### src/rtl/cfad_pkg.sv
package cfad_pkg;

	// fixed field widths
	localparam int ID_BITS         = 11;
	localparam int LEN_W           = 4;
	localparam int BYTE_W          = 8;
	localparam int RPM_W           = 16;
	localparam int COUNT_W         = 8;
	localparam int TOTAL_W         = 16;
	localparam int KNOWN_COUNT     = 5;
	localparam int KNOWN_W         = KNOWN_COUNT * ID_BITS;
	localparam int EXP_W           = 3 * LEN_W;
	localparam int MAX_LENGTH_CODE = 8;
	localparam int TRACKED_SLOTS_DEF = 8;

	// configuration port
	localparam int CFG_DATA_W  = KNOWN_W;
	localparam int CFG_INDEX_W = 3;

	localparam logic [CFG_INDEX_W-1:0] REG_KNOWN_IDS        = 3'd0;
	localparam logic [CFG_INDEX_W-1:0] REG_EXPECTED_LENGTHS = 3'd1;
	localparam logic [CFG_INDEX_W-1:0] REG_RPM_LOW          = 3'd2;
	localparam logic [CFG_INDEX_W-1:0] REG_RPM_HIGH         = 3'd3;
	localparam logic [CFG_INDEX_W-1:0] REG_TEMPERATURE_HIGH = 3'd4;
	localparam logic [CFG_INDEX_W-1:0] REG_FUEL_HIGH        = 3'd5;
	localparam logic [CFG_INDEX_W-1:0] REG_FLOOD_LIMIT      = 3'd6;

	// register reset values
	localparam logic [RPM_W-1:0]   RPM_HIGH_RST    = 16'hFFFF;
	localparam logic [BYTE_W-1:0]  TEMP_HIGH_RST   = 8'hFF;
	localparam logic [BYTE_W-1:0]  FUEL_HIGH_RST   = 8'hFF;
	localparam logic [COUNT_W-1:0] FLOOD_LIMIT_RST = 8'd5;

	// verdict codes
	typedef logic [2:0] verdict_t;
	localparam verdict_t V_OK      = 3'd0;
	localparam verdict_t V_LENGTH  = 3'd1;
	localparam verdict_t V_UNKNOWN = 3'd2;
	localparam verdict_t V_RANGE   = 3'd3;
	localparam verdict_t V_FLOOD   = 3'd4;

	// slot table lookup status
	typedef struct packed {
		logic found;     // id already has a slot
		logic has_free;  // an unused slot is left
		logic fresh;     // count of the selected slot is current since last tick
	} slot_look_t;

endpackage

### src/rtl/can_frame_anomaly_detector.sv
// CAN frame anomaly detector.
// Input channel (in_valid / in_stall) takes one transaction per frame or tick:
// func 0 checks a frame (can_id, length_code, data_byte0/1), func 1 clears
// all per-id frame counts. Each transaction yields exactly one result on the
// output channel (out_valid / out_stall): the verdict of the first failing
// rule and the saturating anomaly total after that item.
// Configuration is a plain write port (cfg_write, cfg_index, cfg_data); the
// user must keep it written only while the block is idle, as the block does
// not enforce this; unknown indexes are ignored. Results go through the
// second stage and output registers. A new item is taken only when the
// second stage is empty, so per-slot count memory accesses never overlap.
// Slot ids are matched in parallel in flip-flops.
// While out_stall holds a result, one further item is still accepted and
// waits in the second stage; further input is stalled until the result moves.
// Reset clears configuration to defaults, empties the slot table and zeroes
// the anomaly total at once; there is no clearing pass.
module can_frame_anomaly_detector #(
	parameter int TRACKED_SLOTS = cfad_pkg::TRACKED_SLOTS_DEF
) (
	input  logic                             clk,
	input  logic                             arst_n,
	// configuration
	input  logic                             cfg_write,
	input  logic [cfad_pkg::CFG_INDEX_W-1:0] cfg_index,
	input  logic [cfad_pkg::CFG_DATA_W-1:0]  cfg_data,
	// input channel
	input  logic                             in_valid,
	output logic                             in_stall,
	input  logic                             func,
	input  logic [cfad_pkg::ID_BITS-1:0]     can_id,
	input  logic [cfad_pkg::LEN_W-1:0]       length_code,
	input  logic [cfad_pkg::BYTE_W-1:0]      data_byte0,
	input  logic [cfad_pkg::BYTE_W-1:0]      data_byte1,
	// output channel
	output logic                             out_valid,
	input  logic                             out_stall,
	output logic [2:0]                       verdict,
	output logic [cfad_pkg::TOTAL_W-1:0]     anomaly_total
);

	localparam int IDX_W = (TRACKED_SLOTS > 1) ? $clog2(TRACKED_SLOTS) : 1;

	// configuration registers
	logic [cfad_pkg::KNOWN_W-1:0] known_ids_q;
	logic [cfad_pkg::EXP_W-1:0]   expected_lengths_q;
	logic [cfad_pkg::RPM_W-1:0]   rpm_low_q;
	logic [cfad_pkg::RPM_W-1:0]   rpm_high_q;
	logic [cfad_pkg::BYTE_W-1:0]  temperature_high_q;
	logic [cfad_pkg::BYTE_W-1:0]  fuel_high_q;
	logic [cfad_pkg::COUNT_W-1:0] flood_limit_q;

	// first stage
	logic                 in_accept;
	cfad_pkg::verdict_t   early;
	cfad_pkg::slot_look_t look;
	logic [IDX_W-1:0]     slot_idx;
	logic                 counted;
	logic                 claim;
	logic                 tick;

	// second stage
	logic                         s1_valid_q;
	logic                         func_s1;
	cfad_pkg::verdict_t           early_s1;
	logic                         counted_s1;
	logic                         new_s1;
	logic                         fresh_s1;
	logic [IDX_W-1:0]             idx_s1;
	logic                         s1_done;
	logic [cfad_pkg::COUNT_W-1:0] count_rd;
	logic [cfad_pkg::COUNT_W-1:0] count_old;
	logic [cfad_pkg::COUNT_W-1:0] count_new;
	cfad_pkg::verdict_t           verdict_d;

	// output register
	logic                         out_valid_q;
	cfad_pkg::verdict_t           verdict_q;
	logic [cfad_pkg::TOTAL_W-1:0] total_q;

	// configuration writes
	always_ff @(posedge clk or negedge arst_n) begin
		if (!arst_n) begin
			known_ids_q        <= '0;
			expected_lengths_q <= '0;
			rpm_low_q          <= '0;
			rpm_high_q         <= cfad_pkg::RPM_HIGH_RST;
			temperature_high_q <= cfad_pkg::TEMP_HIGH_RST;
			fuel_high_q        <= cfad_pkg::FUEL_HIGH_RST;
			flood_limit_q      <= cfad_pkg::FLOOD_LIMIT_RST;
		end else if (cfg_write) begin
			unique case (cfg_index)
				cfad_pkg::REG_KNOWN_IDS:        known_ids_q        <= cfg_data;
				cfad_pkg::REG_EXPECTED_LENGTHS: expected_lengths_q <= cfg_data[cfad_pkg::EXP_W-1:0];
				cfad_pkg::REG_RPM_LOW:          rpm_low_q          <= cfg_data[cfad_pkg::RPM_W-1:0];
				cfad_pkg::REG_RPM_HIGH:         rpm_high_q         <= cfg_data[cfad_pkg::RPM_W-1:0];
				cfad_pkg::REG_TEMPERATURE_HIGH: temperature_high_q <= cfg_data[cfad_pkg::BYTE_W-1:0];
				cfad_pkg::REG_FUEL_HIGH:        fuel_high_q        <= cfg_data[cfad_pkg::BYTE_W-1:0];
				cfad_pkg::REG_FLOOD_LIMIT:      flood_limit_q      <= cfg_data[cfad_pkg::COUNT_W-1:0];
				default: ;
			endcase
		end
	end

	// one item in the second stage at a time
	assign in_stall  = s1_valid_q;
	assign in_accept = in_valid && !in_stall;

	// length, id and value rules
	cfad_rules u_rules (
		.known_ids        (known_ids_q),
		.expected_lengths (expected_lengths_q),
		.rpm_low          (rpm_low_q),
		.rpm_high         (rpm_high_q),
		.temperature_high (temperature_high_q),
		.fuel_high        (fuel_high_q),
		.can_id           (can_id),
		.length_code      (length_code),
		.data_byte0       (data_byte0),
		.data_byte1       (data_byte1),
		.early            (early)
	);

	// flood tracking applies only to frames that pass the earlier rules
	assign counted = !func && (early == cfad_pkg::V_OK) && (look.found || look.has_free);
	assign claim   = in_accept && !func && (early == cfad_pkg::V_OK) && !look.found
	                 && look.has_free;
	assign tick    = in_accept && func;

	// tracked id table
	cfad_slots #(
		.TRACKED_SLOTS (TRACKED_SLOTS),
		.IDX_W         (IDX_W)
	) u_slots (
		.clk      (clk),
		.arst_n   (arst_n),
		.can_id   (can_id),
		.claim    (claim),
		.tick     (tick),
		.mark     (s1_done && counted_s1),
		.mark_idx (idx_s1),
		.idx      (slot_idx),
		.look     (look)
	);

	// per-slot frame counts
	cfad_ram #(
		.WIDTH  (cfad_pkg::COUNT_W),
		.DEPTH  (TRACKED_SLOTS),
		.ADDR_W (IDX_W)
	) u_count_ram (
		.clk   (clk),
		.we    (s1_done && counted_s1),
		.waddr (idx_s1),
		.wdata (count_new),
		.re    (in_accept && counted),
		.raddr (slot_idx),
		.rdata (count_rd)
	);

	// stage register control
	always_ff @(posedge clk or negedge arst_n) begin
		if (!arst_n) begin
			s1_valid_q <= 1'b0;
		end else if (in_accept) begin
			s1_valid_q <= 1'b1;
		end else if (s1_done) begin
			s1_valid_q <= 1'b0;
		end
	end

	// stage payload
	always_ff @(posedge clk) begin
		if (in_accept) begin
			func_s1    <= func;
			early_s1   <= early;
			counted_s1 <= counted;
			new_s1     <= !look.found;
			fresh_s1   <= look.fresh;
			idx_s1     <= slot_idx;
		end
	end

	// count update, stale or new slots start from zero
	assign s1_done   = s1_valid_q && (!out_valid_q || !out_stall);
	assign count_old = (new_s1 || !fresh_s1) ? '0 : count_rd;
	assign count_new = (count_old == '1) ? count_old : count_old + 1'b1;

	// final verdict
	always_comb begin
		if (func_s1) begin
			verdict_d = cfad_pkg::V_OK;
		end else if (early_s1 != cfad_pkg::V_OK) begin
			verdict_d = early_s1;
		end else if (counted_s1 && (count_new > flood_limit_q)) begin
			verdict_d = cfad_pkg::V_FLOOD;
		end else begin
			verdict_d = cfad_pkg::V_OK;
		end
	end

	// output register and anomaly total
	always_ff @(posedge clk or negedge arst_n) begin
		if (!arst_n) begin
			out_valid_q <= 1'b0;
			total_q     <= '0;
		end else begin
			if (s1_done) begin
				out_valid_q <= 1'b1;
				if ((verdict_d != cfad_pkg::V_OK) && (total_q != '1)) begin
					total_q <= total_q + 1'b1;
				end
			end else if (!out_stall) begin
				out_valid_q <= 1'b0;
			end
		end
	end

	always_ff @(posedge clk) begin
		if (s1_done) begin
			verdict_q <= verdict_d;
		end
	end

	assign out_valid     = out_valid_q;
	assign verdict       = verdict_q;
	assign anomaly_total = total_q;

`ifndef SYNTHESIS
	// an accepted item occupies the second stage next cycle
	a_accept_fills: assert property (@(posedge clk) disable iff (!arst_n)
		in_accept |=> s1_valid_q)
		else $error("accepted item did not reach second stage");

	// each anomaly bumps the total by exactly one until saturation
	a_total_step: assert property (@(posedge clk) disable iff (!arst_n)
		(s1_done && (verdict_d != cfad_pkg::V_OK) && (total_q != '1))
		|=> (total_q == $past(total_q) + 1'b1))
		else $error("anomaly total did not advance by one");

	// a tick always reports ok
	a_tick_ok: assert property (@(posedge clk) disable iff (!arst_n)
		(s1_done && func_s1) |=> (verdict_q == cfad_pkg::V_OK))
		else $error("tick reported an anomaly");
`endif

endmodule

### src/rtl/cfad_ram.sv
module cfad_ram #(
	parameter int WIDTH  = 8,
	parameter int DEPTH  = 8,
	parameter int ADDR_W = (DEPTH > 1) ? $clog2(DEPTH) : 1
) (
	input  logic              clk,
	input  logic              we,
	input  logic [ADDR_W-1:0] waddr,
	input  logic [WIDTH-1:0]  wdata,
	input  logic              re,
	input  logic [ADDR_W-1:0] raddr,
	output logic [WIDTH-1:0]  rdata
);

	logic [WIDTH-1:0] mem [DEPTH];

	// write port
	always_ff @(posedge clk) begin
		if (we) begin
			mem[waddr] <= wdata;
		end
	end

	// registered read, held while not reading
	always_ff @(posedge clk) begin
		if (re) begin
			rdata <= mem[raddr];
		end
	end

endmodule

### src/rtl/cfad_rules.sv
module cfad_rules (
	input  logic [cfad_pkg::KNOWN_W-1:0] known_ids,
	input  logic [cfad_pkg::EXP_W-1:0]   expected_lengths,
	input  logic [cfad_pkg::RPM_W-1:0]   rpm_low,
	input  logic [cfad_pkg::RPM_W-1:0]   rpm_high,
	input  logic [cfad_pkg::BYTE_W-1:0]  temperature_high,
	input  logic [cfad_pkg::BYTE_W-1:0]  fuel_high,
	input  logic [cfad_pkg::ID_BITS-1:0] can_id,
	input  logic [cfad_pkg::LEN_W-1:0]   length_code,
	input  logic [cfad_pkg::BYTE_W-1:0]  data_byte0,
	input  logic [cfad_pkg::BYTE_W-1:0]  data_byte1,
	output cfad_pkg::verdict_t           early
);

	logic [cfad_pkg::KNOWN_COUNT-1:0] id_match;
	logic [2:0]                       len_match;
	logic [cfad_pkg::RPM_W-1:0]       rpm;
	logic                             len_bad;
	logic                             rpm_bad;
	logic                             temp_bad;
	logic                             fuel_bad;

	// compare against each known id
	always_comb begin
		for (int k = 0; k < cfad_pkg::KNOWN_COUNT; k++) begin
			id_match[k] = (known_ids[k*cfad_pkg::ID_BITS +: cfad_pkg::ID_BITS] == can_id);
		end
		for (int k = 0; k < 3; k++) begin
			len_match[k] = (expected_lengths[k*cfad_pkg::LEN_W +: cfad_pkg::LEN_W] == length_code);
		end
	end

	// value range checks
	assign rpm      = {data_byte0, data_byte1};
	assign len_bad  = (length_code > cfad_pkg::LEN_W'(cfad_pkg::MAX_LENGTH_CODE));
	assign rpm_bad  = id_match[0] && len_match[0] && ((rpm < rpm_low) || (rpm > rpm_high));
	assign temp_bad = id_match[1] && len_match[1] && (data_byte0 > temperature_high);
	assign fuel_bad = id_match[2] && len_match[2] && (data_byte0 > fuel_high);

	// first failing rule wins
	always_comb begin
		if (len_bad) begin
			early = cfad_pkg::V_LENGTH;
		end else if (!(|id_match)) begin
			early = cfad_pkg::V_UNKNOWN;
		end else if (rpm_bad || temp_bad || fuel_bad) begin
			early = cfad_pkg::V_RANGE;
		end else begin
			early = cfad_pkg::V_OK;
		end
	end

endmodule

### src/rtl/cfad_slots.sv
module cfad_slots #(
	parameter int TRACKED_SLOTS = cfad_pkg::TRACKED_SLOTS_DEF,
	parameter int IDX_W         = (TRACKED_SLOTS > 1) ? $clog2(TRACKED_SLOTS) : 1
) (
	input  logic                         clk,
	input  logic                         arst_n,
	input  logic [cfad_pkg::ID_BITS-1:0] can_id,
	input  logic                         claim,
	input  logic                         tick,
	input  logic                         mark,
	input  logic [IDX_W-1:0]             mark_idx,
	output logic [IDX_W-1:0]             idx,
	output cfad_pkg::slot_look_t         look
);

	logic [TRACKED_SLOTS-1:0]     valid_q;
	logic [TRACKED_SLOTS-1:0]     fresh_q;
	logic [cfad_pkg::ID_BITS-1:0] id_q [TRACKED_SLOTS];
	logic [TRACKED_SLOTS-1:0]     match;
	logic [IDX_W-1:0]             hit_idx;
	logic [IDX_W-1:0]             free_idx;
	logic                         any_hit;
	logic                         any_free;

	// parallel id match and lowest-slot priority
	always_comb begin
		hit_idx  = '0;
		free_idx = '0;
		any_hit  = 1'b0;
		any_free = 1'b0;
		for (int k = TRACKED_SLOTS - 1; k >= 0; k--) begin
			match[k] = valid_q[k] && (id_q[k] == can_id);
			if (match[k]) begin
				any_hit = 1'b1;
				hit_idx = IDX_W'(k);
			end
			if (!valid_q[k]) begin
				any_free = 1'b1;
				free_idx = IDX_W'(k);
			end
		end
	end

	assign idx           = any_hit ? hit_idx : free_idx;
	assign look.found    = any_hit;
	assign look.has_free = any_free;
	assign look.fresh    = fresh_q[idx];

	// valid and fresh bits
	always_ff @(posedge clk or negedge arst_n) begin
		if (!arst_n) begin
			valid_q <= '0;
			fresh_q <= '0;
		end else begin
			if (claim) begin
				valid_q[free_idx] <= 1'b1;
			end
			if (tick) begin
				fresh_q <= '0;
			end
			if (mark) begin
				fresh_q[mark_idx] <= 1'b1;
			end
		end
	end

	// slot ids
	always_ff @(posedge clk) begin
		if (claim) begin
			id_q[free_idx] <= can_id;
		end
	end

endmodule
### config.mk
export PLATFORM = sky130hd
export DESIGN_NAME = can_frame_anomaly_detector
export DESIGN_NICKNAME = d
export VERILOG_FILES = /design/src/rtl/cfad_pkg.sv /design/src/rtl/can_frame_anomaly_detector.sv /design/src/rtl/cfad_ram.sv /design/src/rtl/cfad_rules.sv /design/src/rtl/cfad_slots.sv
export SDC_FILE = /design/constraint.sdc
export NUM_CORES = 1
export LEC_CHECK = 0
export BUFFER_PORTS_ARGS = -buffer_cell sky130_fd_sc_hd__buf_2
export CAP_MARGIN = 20
export CELL_PAD_IN_SITES_DETAIL_PLACEMENT = 2
export CELL_PAD_IN_SITES_GLOBAL_PLACEMENT = 2
export CORE_AREA = 2 2 198 200
export DETAILED_ROUTE_END_ITERATION = 12
export DIE_AREA = 0 0 200 202
export GPL_ROUTABILITY_DRIVEN = 1
export GPL_TIMING_DRIVEN = 1
export HOLD_SLACK_MARGIN = 0.03
export PLACE_DENSITY_LB_ADDON = 0.15
export RECOVER_POWER = 50
export SLEW_MARGIN = 5
export SYNTH_ARGS = -nofsm -noshare
export SYNTH_HDL_FRONTEND = slang
export SYNTH_SLANG_ARGS = --single-unit
### constraint.sdc
create_clock -name clk -period 4.83 [get_ports clk]
set_input_delay 0 -clock clk [delete_from_list [all_inputs] [get_ports clk]]
set_output_delay 0 -clock clk [all_outputs]
set_load 0.02 [all_outputs]
[Word level (Yosys, flattened, before mapping)]
Memory sizes are Yosys's and may differ from the RTL's. A register that Yosys moved wholly into a read port is not among the register bits.
Index checks and enable logic that the tools add are counted.
Word-level totals
  register bits: 170
  memory bits (writable): 152
  bits of input ports: 95
  logic and storage cells: 173
  memories kept: 2
Operators by class
  $add $sub $neg: 2
  order comparisons: 11
  equal/unequal tests: 25
  mux-type cells: 57
  bitwise operators: 2
  reductions and logical operators: 55
Memories
  u_slots.id_q: words 8, width 11, rd ports 8, clocked after Yosys merged registers in 0, wr ports 1, RTL line cfad_slots.sv:18  | logic [cfad_pkg::ID_BITS-1:0] id_q [TRACKED_SLOTS];
  u_count_ram.mem: words 8, width 8, rd ports 1, clocked after Yosys merged registers in 1, wr ports 1, RTL line cfad_ram.sv:15  | logic [WIDTH-1:0] mem [DEPTH];
Operator list (count)
  11-bit == test: 13
  3-bit two-way mux: 22
  8-bit two-way mux: 4
  1-bit logical AND: 29
  1-bit two-way mux: 27
  8-bit greater-than comparator: 3
  16-bit by 1-bit adder with 16-bit output (second input constant): 1
  16-bit greater-than comparator: 1
  16-bit < comparator: 1
  16-bit inequality test (second input constant): 1
  8-bit OR: 2
  2-bit AND reduction: 8
  4-bit == test: 3
  3-bit by 4-bit < comparator with 1-bit output (second input constant): 3
  3-bit == test (second input constant): 3
  8-bit by 1-bit adder with 8-bit output (second input constant): 1
  8-bit == test (second input constant): 1
  1-bit demux with 3-bit select: 2
  3-bit by 2-bit == test with 1-bit output (second input constant): 2
  3-bit by 1-bit greater-or-equal comparator with 1-bit output (second input constant): 2
  1-bit zero test: 6
  3-bit zero test: 2
  1-bit logical OR: 6
  3-bit nonzero test: 2
  other kinds (7): 7

[Longest topological paths before layout]
An unclocked memory read counts as a cell.
  depth in word-level cells: 16
  depth in mapped cells: 21

[Modules after synthesis]
From an unflattened synthesis, not the netlist that was laid out.
Second synthesis, totals
  cell total of the unflattened synthesis: 1207
  area total of the unflattened synthesis: 16360.7 um2
By module, submodules not included
  can_frame_anomaly_detector: instances 1, cells an instance 442, area an instance 6495.0 um2, sequential area each 3961.3 um2
  cfad_slots: instances 1, cells an instance 377, area an instance 5027.3 um2, sequential area each 3042.9 um2
  cfad_ram: instances 1, cells an instance 114, area an instance 2771.4 um2, sequential area each 2162.1 um2
  cfad_rules: instances 1, cells an instance 274, area an instance 2067.0 um2, sequential area each 0.0 um2

[Worst setup path after synthesis]
Ideal clock, no wire load.
  path type: register to register
  start: reg fuel_high_q[1] (netlist bit)
  end: mem u_slots.id_q[1][0] (netlist bit), enable pin
  setup time: 408 ps
  arrival: 3682 ps
  data required time: 4422 ps
  slack: 740 ps
  cell stages (with the launch flop): 13
  path buffers: 1
  path through: dfstp_2 -> inv_1 -> ha_1 -> nor2b_1 -> o21a_1 -> o21a_1 -> o21ai_1 -> a21oi_1 -> o311ai_0 -> nand4_1 -> or4b_1 -> buf_2 -> nor4_1
Between the ends
  cells in the longest elaborated chain, start to end: 12
Ends and longest elaborated chain
  start, declared: RTL line can_frame_anomaly_detector.sv:49  | logic [cfad_pkg::BYTE_W-1:0] fuel_high_q;
  start signal, assigned: RTL line can_frame_anomaly_detector.sv:88  | fuel_high_q <= cfad_pkg::FUEL_HIGH_RST;
  start signal, assigned: RTL line can_frame_anomaly_detector.sv:97  | cfad_pkg::REG_FUEL_HIGH: fuel_high_q <= cfg_data[cfad_pkg::BYTE_W-1:0];
  8-bit greater-than comparator: RTL line cfad_rules.sv:38  | assign fuel_bad = id_match[2] && len_match[2] && (data_byte0 > fuel_high);
  1-bit logical AND: RTL line cfad_rules.sv:38
  1-bit logical OR: RTL line cfad_rules.sv:46  | end else if (rpm_bad || temp_bad || fuel_bad) begin
  2-bit two-way mux: RTL line cfad_rules.sv:46
  3-bit two-way mux: RTL line cfad_rules.sv:44  | end else if (!(|id_match)) begin
  3-bit two-way mux: RTL line cfad_rules.sv:42  | if (len_bad) begin
  3-bit zero test: RTL line can_frame_anomaly_detector.sv:125  | assign claim = in_accept && !func && (early == cfad_pkg::V_OK) && !look.found
  1-bit logical AND (2 in a row): RTL line can_frame_anomaly_detector.sv:125
  1-bit logical AND: RTL line can_frame_anomaly_detector.sv:126  | && look.has_free;
  1-bit two-way mux: RTL line cfad_slots.sv:69  | if (claim) begin
  1-bit two-way mux (implied by the code): RTL line cfad_slots.sv:70  | id_q[free_idx] <= can_id;
  end, declared: RTL line cfad_slots.sv:18
No other way between the ends.

[Final worst setup path]
  start: reg new_s1
  end: reg total_q (netlist bit anomaly_total[9])
Between the ends
  cells in the longest elaborated chain, start to end: 12
Ends and longest elaborated chain
  start, declared: RTL line can_frame_anomaly_detector.sv:66  | logic new_s1;
  start signal, assigned: RTL line can_frame_anomaly_detector.sv:177  | new_s1 <= !look.found;
  1-bit logical OR *: RTL line can_frame_anomaly_detector.sv:185  | assign count_old = (new_s1 || !fresh_s1) ? '0 : count_rd;
  8-bit two-way mux *: RTL line can_frame_anomaly_detector.sv:185
  8-bit by 1-bit adder with 8-bit output or 8-bit == test (tied branches): RTL line can_frame_anomaly_detector.sv:186  | assign count_new = (count_old == '1) ? count_old : count_old + 1'b1;
  8-bit two-way mux *: RTL line can_frame_anomaly_detector.sv:186
  net count_new, one bit: RTL line can_frame_anomaly_detector.sv:72  | logic [cfad_pkg::COUNT_W-1:0] count_new;
  8-bit greater-than comparator *: RTL line can_frame_anomaly_detector.sv:194  | end else if (counted_s1 && (count_new > flood_limit_q)) begin
  1-bit logical AND *: RTL line can_frame_anomaly_detector.sv:194
  3-bit two-way mux *: RTL line can_frame_anomaly_detector.sv:194
  3-bit two-way mux *: RTL line can_frame_anomaly_detector.sv:192  | end else if (early_s1 != cfad_pkg::V_OK) begin
  3-bit two-way mux *: RTL line can_frame_anomaly_detector.sv:190  | if (func_s1) begin
  net verdict_d[2]: RTL line can_frame_anomaly_detector.sv:73  | cfad_pkg::verdict_t verdict_d;
  3-bit nonzero test *: RTL line can_frame_anomaly_detector.sv:209  | if ((verdict_d != cfad_pkg::V_OK) && (total_q != '1)) begin
  1-bit logical AND *: RTL line can_frame_anomaly_detector.sv:209
  2-bit AND reduction (no line) *
  end signal, assigned: RTL line can_frame_anomaly_detector.sv:210  | total_q <= total_q + 1'b1;
  end, declared: RTL line can_frame_anomaly_detector.sv:78  | logic [cfad_pkg::TOTAL_W-1:0] total_q;
The timed path passes the listed nets; every way through them passes the cells marked *.
A chain may end at the register's enable or synchronous reset.

==> summary.md <==
| Metric | Value |
|---|---|
| Part of the Yosys area used for sequential elements | 57.4% |
| Setup TNS Final | 0 ns |
| Least-Margin Pin Slew | 3.84 ns |
| CP bufs+invs | 1 |
| Warnings from Yosys | 0 |
| Largest net degree at the start of global routing | 81 |
| Nets | 1613 |
| Crit path to | anomaly_total[9]$_DFFE_PN0P_ |
| Dpl hpwl | 30100 microns |
| Synth top area cells | edfxtp_1, dfrtp_1, xnor2_1 |
| Crit path largest cell delay | 0.51 ns |
| Total Wirelength | 45900 microns |
| Critical Setup Path Class | register to register |
| Power, Total | 7.60 mW |
| Final Max Tran Viols | 99 |
| Pwr per Cell Area | 400 nW/um^2 |
| Worst path arrival time | 4.95 ns |
| VDD IR max | 0.000307 V |
| CTS tree | done |
| Gr ovfl total | 0 |
| Setup WS pre-CTS | 0.497 ns |
| Post-synth top area share | 32.4% |
| Synth Flop Type | edfxtp_1 |
| Die X | 200 microns |
| Crit path required time | 5.28 ns |
| Die footprint | 40400 sq um |
| RR Startpoint | new_s1$_DFFE_PP_ |
| Initial core utilization | 41.6% |
| Reg2reg setup slack | 0.33 ns |
| Hold_buf cts | 77 |
| Unrepaired setup endpoints after global routing | false |
| DRC | 0 |
| WL/cell | 22.8 microns |
| Worst-Skew Late Latency | 0.56 ns |
| Net Count, Synth | 1389 |
| Total GRT Usage | 23.6% |
| CTS clock-pin slew for the worst setup and hold paths | 0.06 ns |
| Reg-to-Reg End | anomaly_total[9]$_DFFE_PN0P_ |
| CP startpoint | new_s1$_DFFE_PP_ |
| Boundary Pins | 116 |
| Final setup violation count | 0 |
| Via density | 5.30 |
| Reg2Reg Depth | 18 |
| Antenna violations before repair | 1 |
| Iter 0 DRT Violations | 449 |
| Leakage Power | 7.39 nW |
| Crit. path cell count | 18 |
| Num CTS Buffers | 40 |
| Slew headroom | -156% |
| CTS Root Cell | clkbuf_16 |
| Final hold vios | 0 |
| Post-CTS setup buffers | 0 |
| Top cell family by delay on the critical path | simple AND/OR/NAND/NOR gates |
| Syn Inst Count | 1237 |
| Area leader, netlist | edfxtp_1 |
| Port Buffers | 115 |
| Cell Rows | 72 |
| # resized after CTS | 0 |
| Outcome | finished, violations left |
| #FFs+latches synth | 329 |
| Pre-antenna DRT Iters | 5 |
| Avg Inst Size Synth | 12.9 sq um |
| Hold/Removal Path Class | input port to register |
| Skew final | 0.0276 ns |
| Type of origin of the critical path | register |
| Async set or reset register ratio after synthesis | 47.7% |
| Fill count | 3717 |
| First-pass GRT wire length | 71900 microns |
| Core Area | 38300 sq um |
| Failing checks | max-capacitance violations, max-slew violations |
| Final setup margin | 0.328 ns |
| Clock Tree Buf Depth | 3 |
| CP max-delay cell | nor2_1 |
| CP cell instances | nor2b_1, nand2_1, inv_1, ha_1, and3_1, nand3_1, and3_1, nand2_1, xor2_1, nor2_1, ha_1, nand4_1, o21ai_0, a21oi_1, o31a_1, and4_1, nand3_1, xnor2_1 |
| Post-synth cell types | 66 |
| Die Span Y | 202 microns |
| Vias in the first global route | 12200 |
| GPL Wtd Cong | 0.780 |
| WHS | 0.203 ns |
| Crit. End Element | register |
| Clk sinks | 329 |
| Area Growth Syn to Fin | 19.3% |
| EDFF count, synth | 172 |
| CP max FO | 9 |
| Final worst-path cycle share | 93.2% |
| H-Tree Depth | 2 |
| Final worst path period need | 4.50 ns |
| Synthesized cell area | 15900 sq um |
| Routed vias | 10700 |
| Max cap viols | 2 |
| Routed Antenna Nets | 0 |
| Share of layout cells above drive strength 1 | 21.3% |
| FMAX | 222 MHz |
## where the power goes
group	total, mW	internal, mW	switching (mW)
combinational	1.21	0.567	0.644
clock	2.86	1.68	1.18
sequential	3.53	3.31	0.214
## kinds of logic (layout without fill, tap and decap cells)
logic type | Yosys count | after routing | synth area share, %
DFF | 329 | 329 | 57.4
and+or+nand+nor | 300 | 300 | 10.3
xor gates and xnor gates | 175 | 175 | 9.95
AOI/OAI and AO/OA | 146 | 146 | 6.22
buffers and inverters | 124 | 379 | 4.23
muxes | 106 | 106 | 7.48
adders and majority gates | 57 | 57 | 4.48
other | 0 | 1 | 0
## state kept, by name, indices dropped and copies added, names as in the netlist, 12 cells and up
signal,count
anomaly_total,16
expected_lengths_q,12
known_ids_q,55
rpm_high_q,16
rpm_low_q,16
u_count_ram.mem,64
u_slots.id_q,88
## cell usage after synthesis, types with 7 or more instances
cell	n
a2111oi_0	7
buf_8	7
a21oi_1	21
o21a_1	7
o21ai_0	30
a21o_1	34
nor3_1	35
xnor2_2	7
nand4_1	83
nand2_1	49
mux2_2	104
xnor2_1	150
buf_4	7
o21bai_1	8
clkbuf_1	17
nand3_1	22
edfxtp_1	172
dfrtp_1	123
dfstp_2	34
ha_1	57
inv_1	75
nor2b_1	18
xor2_1	18
nor2_1	49
nand2b_1	10
buf_6	13
o22ai_1	16
## worst register-to-register path, stage by stage (launching register included)
cell and delay (ns):
edfxtp_1 0.39, nor2b_1 0.29, nand2_1 0.13, inv_1 0.12, ha_1 0.28, and3_1 0.19
nand3_1 0.21, and3_1 0.29, nand2_1 0.08, xor2_1 0.07, nor2_1 0.51, ha_1 0.37
nand4_1 0.10, o21ai_0 0.09, a21oi_1 0.21, o31a_1 0.35, and4_1 0.38, nand3_1 0.15
xnor2_1 0.20
## metal layers
layer | GRT usage [%] | wire length (microns) | vias to the layer above
li1 | - | - | 4906
met1 | 30.4 | 20300 | 5535
met2 | 41.8 | 23500 | 169
met3 | 3.25 | 1390 | 48
met4 | 5.69 | 736 | 0
met5 | 0 | 0 | -
## through the flow
stage               std cells  utilization [%]  instance area [sq um]
global route             2011             49.6                  19000
global placement         1852             44.5                  17000
detailed placement       1854             44.5                  17100
finish                   2011             49.6                  19000
CTS                      2004             49.8                  19100
floorplan                1237                -                  15900
## worst min-delay path by stage
stage	start	end	slack, ns	depth (start not counted)
6_report	cfg_data[37]	known_ids_q[37]$_DFFE_PN0P_	0.20	3
3_5_place_dp	arst_n	rpm_low_q[3]$_DFFE_PN0P_	0.10	1
3_3_place_gp	arst_n	rpm_low_q[5]$_DFFE_PN0P_	0.1	1
2_1_floorplan	arst_n	anomaly_total[0]$_DFFE_PN0P_	-0.30	0
4_1_cts	arst_n	anomaly_total[2]$_DFFE_PN0P_	0.09	2
5_1_grt	cfg_data[54]	known_ids_q[54]$_DFFE_PN0P_	0.21	3
## layout make-up
class	instances	area, sq um	share of cell area (%)
Inverter	75	282	1.48
Tap cell	518	648	3.41
Multi-Input combinational cell	784	6140	32.3
Clock buffer	60	1140	5.98
Clock inverter	13	98.8	0.520
Sequential cell	329	9140	48.1
Timing Repair Buffer	231	1550	8.18
Antenna cell	1	2.50	0.0132
## placed cells by master, fill, tap and decap left out, types with 4 or more instances in the layout
master	Yosys	layout
dfstp_2	34	34
nand2_1	49	49
a2111oi_0	7	7
o21a_1	7	7
dfrtp_1	123	123
nor2_1	49	49
clkinv_1	0	5
nor2b_1	18	18
o22ai_1	16	16
o21ai_0	30	30
dlygate4sd3_1	0	77
a21o_1	34	34
edfxtp_1	172	172
nor4_1	5	4
clkinv_2	0	5
nor3_1	35	32
ha_1	57	57
inv_1	75	75
buf_4	7	15
clkbuf_8	0	6
xor2_1	18	18
mux2_2	104	104
clkbuf_16	0	40
clkbuf_1	17	65
a21oi_1	21	21
buf_2	4	80
nand3_1	22	22
o21bai_1	8	8
xnor2_1	150	150
xnor2_2	7	7
buf_6	13	5
nand2b_1	10	10
nor3_2	1	4
nand4_1	83	83
and3_1	5	5
No activity file was read; power rests on OpenSTA's default activity.
